**src/hdl/dle_stx_etx_packet_deframer_top_macros.svh**
```systemverilog
// Assertion helpers for the deframer. Bodies vanish when SYNTHESIS is set.
`ifndef DLE_STX_ETX_PACKET_DEFRAMER_TOP_MACROS_SVH
`define DLE_STX_ETX_PACKET_DEFRAMER_TOP_MACROS_SVH

`ifndef SYNTHESIS

// Same-cycle implication
`define DLE_ASSERT_IMP(label, clk, rst_n, ante, cons) \
    label: assert property (@(posedge clk) disable iff (!(rst_n)) (ante) |-> (cons)) \
        else $error("deframer assertion failed");

// Next-cycle implication
`define DLE_ASSERT_NXT(label, clk, rst_n, ante, cons) \
    label: assert property (@(posedge clk) disable iff (!(rst_n)) (ante) |=> (cons)) \
        else $error("deframer assertion failed");

`else

`define DLE_ASSERT_IMP(label, clk, rst_n, ante, cons)
`define DLE_ASSERT_NXT(label, clk, rst_n, ante, cons)

`endif

`endif

```
**src/hdl/dle_dfr_pkg.sv**
```systemverilog
`timescale 1ns / 1ps

package dle_dfr_pkg;

    typedef enum logic [3:0] {
        PH_IDLE = 4'd0,
        PH_HUNT = 4'd1,
        PH_ADDR = 4'd2,
        PH_CMD  = 4'd3,
        PH_KEY  = 4'd4,
        PH_LENH = 4'd5,
        PH_LENL = 4'd6,
        PH_DATA = 4'd7,
        PH_CRCL = 4'd8,
        PH_CRCH = 4'd9,
        PH_END  = 4'd10,
        PH_DONE = 4'd11
    } t_phase;

    typedef enum logic [2:0] {
        EV_NONE     = 3'd0,
        EV_STORED   = 3'd1,
        EV_GOOD     = 3'd2,
        EV_LONG     = 3'd3,
        EV_CRC      = 3'd4,
        EV_NOEND    = 3'd5,
        EV_BADSTATE = 3'd6,
        EV_READ     = 3'd7
    } t_event;

    typedef enum logic [1:0] {
        REQ_BYTE  = 2'd0,
        REQ_REARM = 2'd1,
        REQ_READ  = 2'd2,
        REQ_NOP   = 2'd3
    } t_req;

    // Configuration register indexes
    localparam logic [2:0] CFG_START_CODE  = 3'd0;
    localparam logic [2:0] CFG_END_CODE    = 3'd1;
    localparam logic [2:0] CFG_ESCAPE_CODE = 3'd2;
    localparam logic [2:0] CFG_ESCAPE_MASK = 3'd3;
    localparam logic [2:0] CFG_CRC_POLY    = 3'd4;

    localparam logic [15:0] CRC_INIT = 16'hFFFF;

    // One result transaction as it moves through the output stages
    typedef struct packed {
        t_event      event_res;
        logic [7:0]  pkt_address;
        logic [7:0]  pkt_command;
        logic [7:0]  pkt_key;
        logic [15:0] pkt_length;
        logic [7:0]  data_byte;
        logic [7:0]  data_index;
        logic        from_mem;   // data_byte comes from the store read port
    } t_result;

    // Reflected CRC-16, one byte, LSB first
    function automatic logic [15:0] crc_byte(input logic [15:0] crc, input logic [7:0] b,
                                             input logic [15:0] poly);
        logic [15:0] c;
        c = crc ^ {8'h00, b};
        for (int i = 0; i < 8; i++) begin
            c = c[0] ? ((c >> 1) ^ poly) : (c >> 1);
        end
        return c;
    endfunction

endpackage

```
**src/hdl/dle_stx_etx_packet_deframer_top.sv**
```systemverilog
// An accepted transaction is registered into stage 1 (s1), then into the output stage,
// where its result is held until the consumer takes it.
// Throughput: one transaction per cycle unless stalled; each gives one result.
// The loop is the unrolled 8-bit CRC update plus the phase transition, both combinational.
// Reset (synchronous, active low): block idle, config at defaults, header and CRC zero.
// The payload store is not cleared; no clearing pass, nothing is stalled after reset.
`timescale 1ns / 1ps

`include "dle_stx_etx_packet_deframer_top_macros.svh"

module dle_stx_etx_packet_deframer_top #(
    parameter int MAX_PAYLOAD = 256
) (
    input  logic        i_clk,
    input  logic        i_rst_n,

    // Configuration write channel
    input  logic        i_cfg_valid,
    output logic        o_cfg_ready,
    input  logic [2:0]  i_cfg_index,
    input  logic [15:0] i_cfg_data,

    // Request channel
    input  logic        i_valid,
    output logic        o_stall,
    input  logic [1:0]  i_req_type,
    input  logic [7:0]  i_rx_byte,
    input  logic [7:0]  i_read_index,

    // Result channel
    output logic        o_valid,
    input  logic        i_stall,
    output logic [2:0]  o_event_res,
    output logic [7:0]  o_pkt_address,
    output logic [7:0]  o_pkt_command,
    output logic [7:0]  o_pkt_key,
    output logic [15:0] o_pkt_length,
    output logic [7:0]  o_data_byte,
    output logic [7:0]  o_data_index
);

    // Only the first 256 positions can ever be read back, so the store stops there.
    localparam int DEPTH = (MAX_PAYLOAD < 256) ? MAX_PAYLOAD : 256;
    localparam int AW    = (DEPTH > 1) ? $clog2(DEPTH) : 1;
    localparam int FW    = $clog2(MAX_PAYLOAD + 1);

    // ------------------------------------------------------------------
    // Configuration registers. Always ready; user must write only while idle, unchecked.
    // ------------------------------------------------------------------
    logic [7:0]  r_start_code;
    logic [7:0]  r_end_code;
    logic [7:0]  r_escape_code;
    logic [7:0]  r_escape_mask;
    logic [15:0] r_crc_poly;

    assign o_cfg_ready = 1'b1;

    always_ff @(posedge i_clk) begin
        if (!i_rst_n) begin
            r_start_code  <= 8'h02;
            r_end_code    <= 8'h03;
            r_escape_code <= 8'h10;
            r_escape_mask <= 8'h20;
            r_crc_poly    <= 16'hA001;
        end else if (i_cfg_valid && o_cfg_ready) begin
            case (i_cfg_index)
                dle_dfr_pkg::CFG_START_CODE:  r_start_code  <= i_cfg_data[7:0];
                dle_dfr_pkg::CFG_END_CODE:    r_end_code    <= i_cfg_data[7:0];
                dle_dfr_pkg::CFG_ESCAPE_CODE: r_escape_code <= i_cfg_data[7:0];
                dle_dfr_pkg::CFG_ESCAPE_MASK: r_escape_mask <= i_cfg_data[7:0];
                dle_dfr_pkg::CFG_CRC_POLY:    r_crc_poly    <= i_cfg_data;
                default: ;
            endcase
        end
    end

    // ------------------------------------------------------------------
    // Handshake. Stage 1 (s1) holds the result of the transaction just
    // taken, alongside the store read data; the output stage sits after it.
    // ------------------------------------------------------------------
    logic                 r_s1_valid;
    dle_dfr_pkg::t_result r_s1;
    logic                 r_out_valid;
    dle_dfr_pkg::t_result r_out;
    logic                 s1_adv;
    logic                 in_acc;

    assign s1_adv  = r_s1_valid && (!r_out_valid || !i_stall);
    assign o_stall = r_s1_valid && r_out_valid && i_stall;
    assign in_acc  = i_valid && !o_stall;

    // ------------------------------------------------------------------
    // Parser state
    // ------------------------------------------------------------------
    dle_dfr_pkg::t_phase r_phase, n_phase;
    logic                r_esc_pending, n_esc_pending;
    logic [15:0]         r_crc, n_crc;
    logic [7:0]          r_hdr_address, n_hdr_address;
    logic [7:0]          r_hdr_command, n_hdr_command;
    logic [7:0]          r_hdr_key, n_hdr_key;
    logic [15:0]         r_hdr_length, n_hdr_length;
    logic [FW-1:0]       r_fill_count, n_fill_count;

    dle_dfr_pkg::t_result n_res;
    logic                 mem_we;
    logic                 mem_re;
    logic [AW-1:0]        mem_ra;

    logic [7:0]    b_eff;
    logic [15:0]   crc_upd;
    logic [15:0]   len_full;
    logic [FW-1:0] fill_inc;
    logic          rd_in_range;

    assign b_eff       = r_esc_pending ? (i_rx_byte ^ r_escape_mask) : i_rx_byte;
    assign crc_upd     = dle_dfr_pkg::crc_byte(r_crc, b_eff, r_crc_poly);
    assign len_full    = {r_hdr_length[15:8], b_eff};
    assign fill_inc    = r_fill_count + FW'(1);
    assign rd_in_range = {1'b0, i_read_index} < 9'(DEPTH);
    assign mem_ra      = i_read_index[AW-1:0];

    always_ff @(posedge i_clk) begin
        if (!i_rst_n) begin
            r_phase       <= dle_dfr_pkg::PH_IDLE;
            r_esc_pending <= 1'b0;
            r_crc         <= 16'h0000;
            r_hdr_address <= 8'h00;
            r_hdr_command <= 8'h00;
            r_hdr_key     <= 8'h00;
            r_hdr_length  <= 16'h0000;
            r_fill_count  <= '0;
        end else if (in_acc) begin
            r_phase       <= n_phase;
            r_esc_pending <= n_esc_pending;
            r_crc         <= n_crc;
            r_hdr_address <= n_hdr_address;
            r_hdr_command <= n_hdr_command;
            r_hdr_key     <= n_hdr_key;
            r_hdr_length  <= n_hdr_length;
            r_fill_count  <= n_fill_count;
        end
    end

    always_comb begin
        dle_dfr_pkg::t_event ev;
        logic [7:0]          dbyte;
        logic [7:0]          didx;
        logic                from_mem;

        n_phase       = r_phase;
        n_esc_pending = r_esc_pending;
        n_crc         = r_crc;
        n_hdr_address = r_hdr_address;
        n_hdr_command = r_hdr_command;
        n_hdr_key     = r_hdr_key;
        n_hdr_length  = r_hdr_length;
        n_fill_count  = r_fill_count;
        ev            = dle_dfr_pkg::EV_NONE;
        dbyte         = 8'h00;
        didx          = 8'h00;
        from_mem      = 1'b0;
        mem_we        = 1'b0;
        mem_re        = 1'b0;

        case (dle_dfr_pkg::t_req'(i_req_type))
            dle_dfr_pkg::REQ_BYTE: begin
                if (i_rx_byte == r_escape_code) begin
                    n_esc_pending = 1'b1;
                end else begin
                    n_esc_pending = 1'b0;
                    case (r_phase)
                        dle_dfr_pkg::PH_IDLE, dle_dfr_pkg::PH_DONE: ;
                        dle_dfr_pkg::PH_HUNT: begin
                            if (b_eff == r_start_code) begin
                                n_crc        = dle_dfr_pkg::CRC_INIT;
                                n_fill_count = '0;
                                n_phase      = dle_dfr_pkg::PH_ADDR;
                            end
                        end
                        dle_dfr_pkg::PH_ADDR: begin
                            n_hdr_address = b_eff;
                            n_crc         = crc_upd;
                            n_phase       = dle_dfr_pkg::PH_CMD;
                        end
                        dle_dfr_pkg::PH_CMD: begin
                            n_hdr_command = b_eff;
                            n_crc         = crc_upd;
                            n_phase       = dle_dfr_pkg::PH_KEY;
                        end
                        dle_dfr_pkg::PH_KEY: begin
                            n_hdr_key = b_eff;
                            n_crc     = crc_upd;
                            n_phase   = dle_dfr_pkg::PH_LENH;
                        end
                        dle_dfr_pkg::PH_LENH: begin
                            n_hdr_length = {b_eff, 8'h00};
                            n_crc        = crc_upd;
                            n_phase      = dle_dfr_pkg::PH_LENL;
                        end
                        dle_dfr_pkg::PH_LENL: begin
                            n_hdr_length = len_full;
                            n_crc        = crc_upd;
                            if ({1'b0, len_full} > 17'(MAX_PAYLOAD)) begin
                                ev      = dle_dfr_pkg::EV_LONG;
                                n_phase = dle_dfr_pkg::PH_HUNT;
                            end else if (len_full == 16'h0000) begin
                                n_phase = dle_dfr_pkg::PH_CRCL;
                            end else begin
                                n_phase = dle_dfr_pkg::PH_DATA;
                            end
                        end
                        dle_dfr_pkg::PH_DATA: begin
                            mem_we       = 17'(r_fill_count) < 17'(DEPTH);
                            dbyte        = b_eff;
                            didx         = 8'(r_fill_count);
                            ev           = dle_dfr_pkg::EV_STORED;
                            n_fill_count = fill_inc;
                            n_crc        = crc_upd;
                            if (16'(fill_inc) >= r_hdr_length) begin
                                n_phase = dle_dfr_pkg::PH_CRCL;
                            end
                        end
                        dle_dfr_pkg::PH_CRCL: begin
                            n_crc   = crc_upd;
                            n_phase = dle_dfr_pkg::PH_CRCH;
                        end
                        dle_dfr_pkg::PH_CRCH: begin
                            n_crc = crc_upd;
                            if (crc_upd == 16'h0000) begin
                                n_phase = dle_dfr_pkg::PH_END;
                            end else begin
                                ev      = dle_dfr_pkg::EV_CRC;
                                n_phase = dle_dfr_pkg::PH_HUNT;
                            end
                        end
                        dle_dfr_pkg::PH_END: begin
                            if (b_eff == r_end_code) begin
                                ev      = dle_dfr_pkg::EV_GOOD;
                                n_phase = dle_dfr_pkg::PH_DONE;
                            end else begin
                                ev      = dle_dfr_pkg::EV_NOEND;
                                n_phase = dle_dfr_pkg::PH_HUNT;
                            end
                        end
                        default: begin
                            ev      = dle_dfr_pkg::EV_BADSTATE;
                            n_phase = dle_dfr_pkg::PH_IDLE;
                        end
                    endcase
                end
            end
            dle_dfr_pkg::REQ_REARM: begin
                n_phase = dle_dfr_pkg::PH_HUNT;
            end
            dle_dfr_pkg::REQ_READ: begin
                ev       = dle_dfr_pkg::EV_READ;
                didx     = i_read_index;
                mem_re   = rd_in_range;
                from_mem = rd_in_range;
            end
            default: ;
        endcase

        n_res.event_res   = ev;
        n_res.pkt_address = n_hdr_address;
        n_res.pkt_command = n_hdr_command;
        n_res.pkt_key     = n_hdr_key;
        n_res.pkt_length  = n_hdr_length;
        n_res.data_byte   = dbyte;
        n_res.data_index  = didx;
        n_res.from_mem    = from_mem;
    end

    // ------------------------------------------------------------------
    // Payload store: one write port, one registered read port.
    // A write at one edge is visible to a read taken at the next, so no
    // bypass is needed. Read data only loads on a read transaction, so it
    // stays put while s1 is held.
    // ------------------------------------------------------------------
    logic [7:0] r_mem [0:DEPTH-1];
    logic [7:0] r_rd_data;

    always_ff @(posedge i_clk) begin
        if (in_acc && mem_we) begin
            r_mem[r_fill_count[AW-1:0]] <= b_eff;
        end
        if (in_acc && mem_re) begin
            r_rd_data <= r_mem[mem_ra];
        end
    end

    // ------------------------------------------------------------------
    // Result stages
    // ------------------------------------------------------------------
    dle_dfr_pkg::t_result s1_res;

    always_comb begin
        s1_res = r_s1;
        if (r_s1.from_mem) begin
            s1_res.data_byte = r_rd_data;
        end
        s1_res.from_mem = 1'b0;
    end

    always_ff @(posedge i_clk) begin
        if (!i_rst_n) begin
            r_s1_valid <= 1'b0;
        end else if (in_acc) begin
            r_s1_valid <= 1'b1;
        end else if (s1_adv) begin
            r_s1_valid <= 1'b0;
        end
    end

    always_ff @(posedge i_clk) begin
        if (in_acc) begin
            r_s1 <= n_res;
        end
    end

    always_ff @(posedge i_clk) begin
        if (!i_rst_n) begin
            r_out_valid <= 1'b0;
        end else if (s1_adv) begin
            r_out_valid <= 1'b1;
        end else if (!i_stall) begin
            r_out_valid <= 1'b0;
        end
    end

    always_ff @(posedge i_clk) begin
        if (s1_adv) begin
            r_out <= s1_res;
        end
    end

    assign o_valid       = r_out_valid;
    assign o_event_res   = r_out.event_res;
    assign o_pkt_address = r_out.pkt_address;
    assign o_pkt_command = r_out.pkt_command;
    assign o_pkt_key     = r_out.pkt_key;
    assign o_pkt_length  = r_out.pkt_length;
    assign o_data_byte   = r_out.data_byte;
    assign o_data_index  = r_out.data_index;

    // ------------------------------------------------------------------
    // Checks
    // ------------------------------------------------------------------
    // store is only written while payload bytes are being collected
    `DLE_ASSERT_IMP(a_we_in_data, i_clk, i_rst_n, in_acc && mem_we,
        r_phase == dle_dfr_pkg::PH_DATA)
    // fill count stays below the declared length while collecting
    `DLE_ASSERT_IMP(a_fill_bound, i_clk, i_rst_n, r_phase == dle_dfr_pkg::PH_DATA,
        16'(r_fill_count) < r_hdr_length)
    // a held s1 must stall the request side
    `DLE_ASSERT_IMP(a_s1_hold_stalls, i_clk, i_rst_n, r_s1_valid && !s1_adv, o_stall)
    // a read transaction lands in s1 as a read result
    `DLE_ASSERT_NXT(a_read_to_s1, i_clk, i_rst_n,
        in_acc && i_req_type == dle_dfr_pkg::REQ_READ,
        r_s1_valid && r_s1.event_res == dle_dfr_pkg::EV_READ)

endmodule

```
**config.mk**
```make
export PLATFORM = sky130hd
export DESIGN_NAME = dle_stx_etx_packet_deframer_top
export DESIGN_NICKNAME = d
export VERILOG_FILES = /design/src/hdl/dle_dfr_pkg.sv /design/src/hdl/dle_stx_etx_packet_deframer_top.sv
export VERILOG_INCLUDE_DIRS = /design/src /design/src/hdl
export SDC_FILE = /design/constraint.sdc
export NUM_CORES = 2
export LEC_CHECK = 0
export ABC_AREA = 1
export BUFFER_PORTS_ARGS = -buffer_cell sky130_fd_sc_hd__buf_2
export CORE_MARGIN = 5
export CORE_UTILIZATION = 44
export CTS_BUF_LIST = sky130_fd_sc_hd__clkbuf_8
export DETAILED_ROUTE_END_ITERATION = 16
export RECOVER_POWER = 50
export SYNTH_ARGS = -nofsm -noshare
export SYNTH_HDL_FRONTEND = slang
export SYNTH_SLANG_ARGS = --single-unit
export TNS_END_PERCENT = 100
```
**constraint.sdc**
```tcl
create_clock -name i_clk -period 7.1 [get_ports i_clk]
set_input_delay 0.71 -clock i_clk [delete_from_list [all_inputs] [get_ports i_clk]]
set_output_delay 0.71 -clock i_clk [all_outputs]
set_load 0.005 [all_outputs]
```
## Word-level counts from Yosys, hierarchy flattened

Memory sizes are Yosys's and may differ from the RTL's. A register that Yosys moved wholly into a read port is not among the register bits.
Cells that the tools add are included.

- Output and inout bits: 62
- Memories kept: 1
- Flip-flop bits (word level): 239
- Memory bits (writable): 2048
- Input port bits: 42
- Word-level logic and storage cells: 161

- Bitwise gates (word level): 13
- Reductions and logical operators: 32
- Multiplexer cells: 55
- Equality and inequality tests: 26
- $add $sub $neg: 1
- Magnitude comparators: 3

Memory list:

| name | depth | width | read ports | clocked after Yosys merged registers in | write ports | RTL line | RTL |
|---|---|---|---|---|---|---|---|
| r_mem | 256 | 8 | 1 | 1 | 1 | dle_stx_etx_packet_deframer_top.sv:280 | `logic [7:0] r_mem [0:DEPTH-1];` |

Operator list:

| operator | count |
|---|---|
| two-way mux 16 bit | 11 |
| XOR 15 x 16 -> 16 bit | 8 |
| two-way mux 8 bit | 13 |
| one-hot mux 16 bit (2 select lines) | 2 |
| one-hot mux 4 bit (11 select lines) | 1 |
| zero test 16 bit | 2 |
| two-way mux 4 bit | 7 |
| == test 8 bit | 3 |
| one-hot mux 9 bit (2 select lines) | 1 |
| == test 4 x 3 -> 1 bit, second input constant | 4 |
| == test 4 bit, second input constant | 4 |
| greater-or-equal comparator 9 x 16 -> 1 bit | 1 |
| greater-than comparator 16 x 9 -> 1 bit, second input constant | 1 |
| one-hot mux 8 bit (2 select lines) | 1 |
| OR reduction 8 bit | 2 |
| XOR 16 x 8 -> 16 bit | 1 |
| one-hot mux 3 bit (5 select lines) | 1 |
| AND reduction 2 bit | 6 |
| two-way mux 1 bit | 11 |
| AND reduction 5 bit | 2 |
| adder 9 x 1 -> 9 bit, second input constant | 1 |
| < comparator 9 bit, second input constant | 1 |
| two-way mux 3 bit | 3 |
| two-way mux 9 bit | 1 |
| 25 further kinds | 42 |

## Depth between registers and ports, before layout

- Word-level depth: 24
- Gate-level depth with buffers: 42

## Worst setup path after synthesis

OpenSTA, ideal clock, no wires.

- Kind: input to register
- From: input port i_rx_byte[7]
- To: register r_s1[59] (netlist bit) (data pin)
- Arrival time: 6.328 ns
- Setup time: 0.264 ns
- Stages: 35
- Buffers on the path: 2
- Required time: 6.836 ns
- Slack: 0.508 ns
- Cell sequence: nand3b_1 -> nand2_1 -> nand2_1 -> nand2_1 -> nand2_1 -> nand2_1 -> nand3_1 -> nand2_1 -> inv_1 -> nand2_1 -> nand2_1 -> inv_1 -> nand2_1 -> nand2_1 -> nand3_1 -> nand2_1 -> inv_1 -> nand2_1 -> nand2_1 -> inv_1 -> nand3_1 -> nand2_2 -> buf_6 -> buf_6 -> nand3_1 -> nand2_1 -> inv_2 -> nor2_1 -> nand2_1 -> nor2_2 -> nand2_1 -> nand2_1 -> nand3_1 -> nand2_1 -> nand2_1

RTL lines:

| element | RTL line | RTL |
|---|---|---|
| start, declared | dle_stx_etx_packet_deframer_top.sv:27 | `input logic [7:0] i_rx_byte,` |
| end signal, assigned | dle_stx_etx_packet_deframer_top.sv:317 | `r_s1 <= n_res;` |
| end, declared | dle_stx_etx_packet_deframer_top.sv:82 | `dle_dfr_pkg::t_result r_s1;` |

## Worst setup path in the final report

- From: register r_esc_pending
- To: register r_phase[1]

- Longest elaborated chain between the ends: 22
- Elaborated cells on any way between the ends: 32
- Those cells by class: 1 x order compare; 3 x eq/ne; 16 x mux; 9 x bitwise; 3 x reduce/logical

RTL lines:

| element | RTL line | RTL |
|---|---|---|
| start, declared | dle_stx_etx_packet_deframer_top.sv:96 | `logic r_esc_pending, n_esc_pending;` |
| start signal, assigned | dle_stx_etx_packet_deframer_top.sv:134 | `r_esc_pending <= n_esc_pending;` |
| two-way mux 8 bit (*) | dle_stx_etx_packet_deframer_top.sv:115 | `assign b_eff = r_esc_pending ? (i_rx_byte ^ r_escape_mask) : i_rx_byte;` |
| net b_eff[7] | dle_stx_etx_packet_deframer_top.sv:109 | `logic [7:0] b_eff;` |
| XOR 16 x 8 -> 16 bit | dle_dfr_pkg.sv:63 | `c = crc ^ {8'h00, b};` |
| XOR 15 x 16 -> 16 bit | dle_dfr_pkg.sv:65 | `c = c[0] ? ((c >> 1) ^ poly) : (c >> 1);` |
| two-way mux 16 bit | dle_dfr_pkg.sv:65 |  |
| XOR 15 x 16 -> 16 bit | dle_dfr_pkg.sv:65 |  |
| two-way mux 16 bit | dle_dfr_pkg.sv:65 |  |
| XOR 15 x 16 -> 16 bit | dle_dfr_pkg.sv:65 |  |
| [... 6 more ...] | -- |  |
| two-way mux 16 bit | dle_dfr_pkg.sv:65 |  |
| XOR 15 x 16 -> 16 bit | dle_dfr_pkg.sv:65 |  |
| two-way mux 16 bit (2 in series) | dle_dfr_pkg.sv:65 |  |
| zero test 16 bit | dle_stx_etx_packet_deframer_top.sv:229 | `if (crc_upd == 16'h0000) begin` |
| two-way mux 4 bit | dle_stx_etx_packet_deframer_top.sv:229 |  |
| one-hot mux 4 bit (11 select lines) | dle_stx_etx_packet_deframer_top.sv:171 | `case (r_phase)` |
| two-way mux 4 bit | dle_stx_etx_packet_deframer_top.sv:167 | `if (i_rx_byte == r_escape_code) begin` |
| one-hot mux 4 bit (2 select lines) | dle_stx_etx_packet_deframer_top.sv:165 | `case (dle_dfr_pkg::t_req'(i_req_type))` |
| end signal, assigned | dle_stx_etx_packet_deframer_top.sv:124 | `r_phase <= dle_dfr_pkg::PH_IDLE;` |
| end signal, assigned | dle_stx_etx_packet_deframer_top.sv:133 | `r_phase <= n_phase;` |
| end, declared | dle_stx_etx_packet_deframer_top.sv:95 | `dle_dfr_pkg::t_phase r_phase, n_phase;` |

The timed path passes the listed nets; every way through them passes the cells marked *. The select of a mux whose other input is x is not followed.
A chain may end at the register's enable or synchronous reset.

==> metrics.cfg <==
[run_status]
outcome=complete, but fails checks
violations=capacitance limit, slew limit

[drt]
vias=65000
dr.pass1.iters=6
ant_nets=0
wl_per_cell_um=24.7
vias_per_cell=5.83
drc_errors=0
drt-total-wl_um=276000
drtIter0Drc=7770

[floorplanning]
die_area_um2=223000
die_h_um=472
std_cell_rows=169
ios=104
die_x_um=472
start_util=0.442
core-area_um2=212000

[timing]
fmax_mhz=154
setup_ws_ns=0.627
tightest_slew_ns=4.40
setup_tns_ns=0
layout_min_cycle_time_ns=6.47
rsz0062_at_grt=no
relSlewSlack=-1.93
fin_crit_sh=0.912
slew_violations=1877
hold_viol_final=0
clock_skew_ns=0.0782
setup_viol=0

[clock_tree]
numCtsBuffers=381
clk_latency_ns=1.08
cts_tree=done
htreeDepth=5
cts.path.max_buffers=4
cts_setup_buffers=0
clock-root-buffer=clkbuf_8
clk_pin_slew_ns=0.06
cts_sinks=2295

[yosys]
async_flop_share=0
yosysSeqAreaShare=0.722
synth_warnings=0
netlist_area_um2=93800
ys_seq_elements=2295
synth_flop_cell=edfxtp_1
synth_edf_count=2175
syn_inst=7929
yosys-top-cells-area=edfxtp_1 70%, o21ai_0 7.7%, nor2_1 7.1%
yosysTopAreaCellShare=0.696
synth_top_area_cell=edfxtp_1
syn_avg_cell_area_um2=11.8
synthesis.nets=7984
ys_types=51

[place]
placed_area_um2=97500
placed_cells=10500
hpwl_um=158000
post-place-ws_ns=0.461
io_buffers=102
gp_congestion=0.899

[critical_path]
startpoint_type=register
cpMostUsedCell=nand2_1
cp.buffers_inverters=2
arrival_ns=7.25
slowest_stage=clkbuf_1
endpoint_kind=register
required_ns=7.87
max_stage_delay_ns=2.48
crit_fanout=55
critPathKind=reg -> reg
crit_chain=nand3b_1, nand2_1, clkbuf_1, nor4_1, nand2_1, inv_1, o2111ai_1, o21ai_0, nor3_1, nand3_1, nand2_1, a21oi_2
crit_family=buffers and inverters

[layout]
fin_cells=11100
ff_latch_area_um2=67700
post-route-cell-area_um2=104000
fillCellCount=18800
area_growth_pct=11.0
nets=8098
multi_input_area_um2=23100
layout-drive-gt1-share=0.0897

[worst_hold_path]
hp-class=in -> reg

[grt]
track_usage=0.241
grt_pass1_wl_um=407000
grt_pass1_vias=62400
grt_max_degree=171
antenna_found_initial=18
overflow=0

[pwr]
p_per_area_nw_per_um2=266
p_leak_uw=0.0345
vdd_drop_max_uv=207

[flow_run]
maxCapViolations=26

[Yosys cell counts, drive strengths merged, types with 7 or more instances]
master,n
o221ai,7
clkbuf,519
nand3,154
o22ai,664
nand4,15
buf,41
a21oi,74
nor3,13
xor2,37
ha,13
nor2,1782
dfxtp,120
nand2,494
edfxtp,2175
o21ai,1447
mux2,8
xnor2,12
nor4,8
a211oi,8
inv,259
clkinv,7
o32ai,40
[worst register-to-register path: stages, from the launching register on]
cell       delay [ns]
dfxtp_1          0.66
nand3b_1         0.19
nand2_1          1.74
clkbuf_1         2.51
nor4_1           0.06
nand2_1          0.15
inv_1            0.06
o2111ai_1        0.26
o21ai_0          0.19
nor3_1           0.18
nand3_1          0.10
nand2_1          0.08
a21oi_2          0.05
[power breakdown]
part	leakage, uW	internal (uW)	switching [uW]
registers	0.0206	15000	43.6
clock network	0.00384	5310	5230
logic	0.0101	528	1620
total	0.0345	20800	6900
[repair_timing]
action	CTS	global route
endpoints found under the setup margin	0	1
hold endpoints to repair	45	0
hold buffers	19	0
gates resized for setup	0	1
[metrics by stage]
step / power (uW) / utilization / hold slack, ns
6_report: 27700 / 0.491 / 0.108
5_1_grt: 28700 / 0.491 / 0.104
4_1_cts: 27800 / 0.492 / 0.0121
3_5_place_dp: 17400 / 0.460 / 0.405
3_3_place_gp: 17400 / 0.460 / 0.402
2_1_floorplan: 16600 / - / 0.400
[metal layers]
| metal | track usage | share of wire | routed length (um) | up-vias |
|---|---|---|---|---|
| li1 | - | - | - | 29100 |
| met1 | 0.339 | 0.42 | 115000 | 32100 |
| met2 | 0.376 | 0.46 | 126000 | 3264 |
| met3 | 0.0504 | 0.094 | 26000 | 498 |
| met4 | 0.0812 | 0.033 | 9050 | 6 |
| met5 | 0 | 0.00016 | 43 | - |
[flip-flops by register name, indices dropped and copies added, names as in the netlist, 4 cells and up]
signal / flops
r_hdr_length: 16
o_pkt_command: 8
r_escape_code: 8
r_rd_data: 8
r_end_code: 8
o_pkt_length: 16
o_data_byte: 8
r_hdr_key: 8
o_data_index: 8
r_start_code: 8
o_pkt_key: 8
o_pkt_address: 8
r_s1: 60
r_fill_count: 9
r_crc: 16
r_phase: 4
r_hdr_command: 8
r_escape_mask: 8
r_mem: 2048
r_hdr_address: 8
r_crc_poly: 16
[placed cells by master (no fill, tap or decap), types with 7 or more instances in the layout]
| cell | instances |
|---|---|
| a211oi_1 | 8 |
| a21oi_1 | 70 |
| buf_12 | 19 |
| buf_2 | 57 |
| buf_4 | 123 |
| bufinv_16 | 8 |
| clkbuf_1 | 64 |
| clkbuf_8 | 385 |
| clkinv_1 | 104 |
| clkinv_2 | 48 |
| clkinvlp_4 | 7 |
| dfxtp_1 | 120 |
| dlygate4sd3_1 | 19 |
| edfxtp_1 | 2175 |
| ha_1 | 13 |
| inv_1 | 361 |
| inv_2 | 9 |
| nand2_1 | 456 |
| nand2_2 | 24 |
| nand2_4 | 7 |
| nand2_8 | 7 |
| nand3_1 | 138 |
| nand3_2 | 8 |
| nand3_4 | 8 |
| nand4_1 | 15 |
| nor2_1 | 1780 |
| nor3_1 | 12 |
| o21ai_0 | 1445 |
| o221ai_1 | 7 |
| o22ai_1 | 664 |
| o32ai_1 | 40 |
| xnor2_1 | 12 |
| xor2_1 | 37 |
[final timing paths]
path                                    from                    endpoint  slack [ns]  cells past startpoint
setup / recovery  r_esc_pending$_SDFFE_PN0P_     r_phase[1]$_SDFFE_PN0P_        0.63                     12
hold / removal                i_cfg_index[1]  r_end_code[0]$_SDFFE_PN1P_        0.11                      4
setup reg to reg  r_esc_pending$_SDFFE_PN0P_     r_phase[1]$_SDFFE_PN0P_        0.63                     12
hold reg to reg           r_s1[44]$_DFFE_PP_  o_pkt_command[3]$_DFFE_PP_        0.41                      0
[cell type report]
type | count | share of cell area
flip-flops and latches | 2295 | 0.650
multi-input cells | 4808 | 0.222
clock buffers | 384 | 0.0507
well taps | 2821 | 0.0339
repair buffers | 291 | 0.0201
clock inverters | 280 | 0.0132
inverters | 266 | 0.00981
diodes | 4 | 0.0000961
[logic make-up after synthesis]
family / share of synthesized area
AOI/OAI and AO/OA: 0.133
buffers and inverters: 0.0343
adders and majority gates: 0.00173
muxes: 0.000960
xor gates and xnor gates: 0.00457
other: 0.0000400
DFF: 0.722
and+or+nand+nor: 0.104
Note: power is estimated with default switching activity, not from simulation.
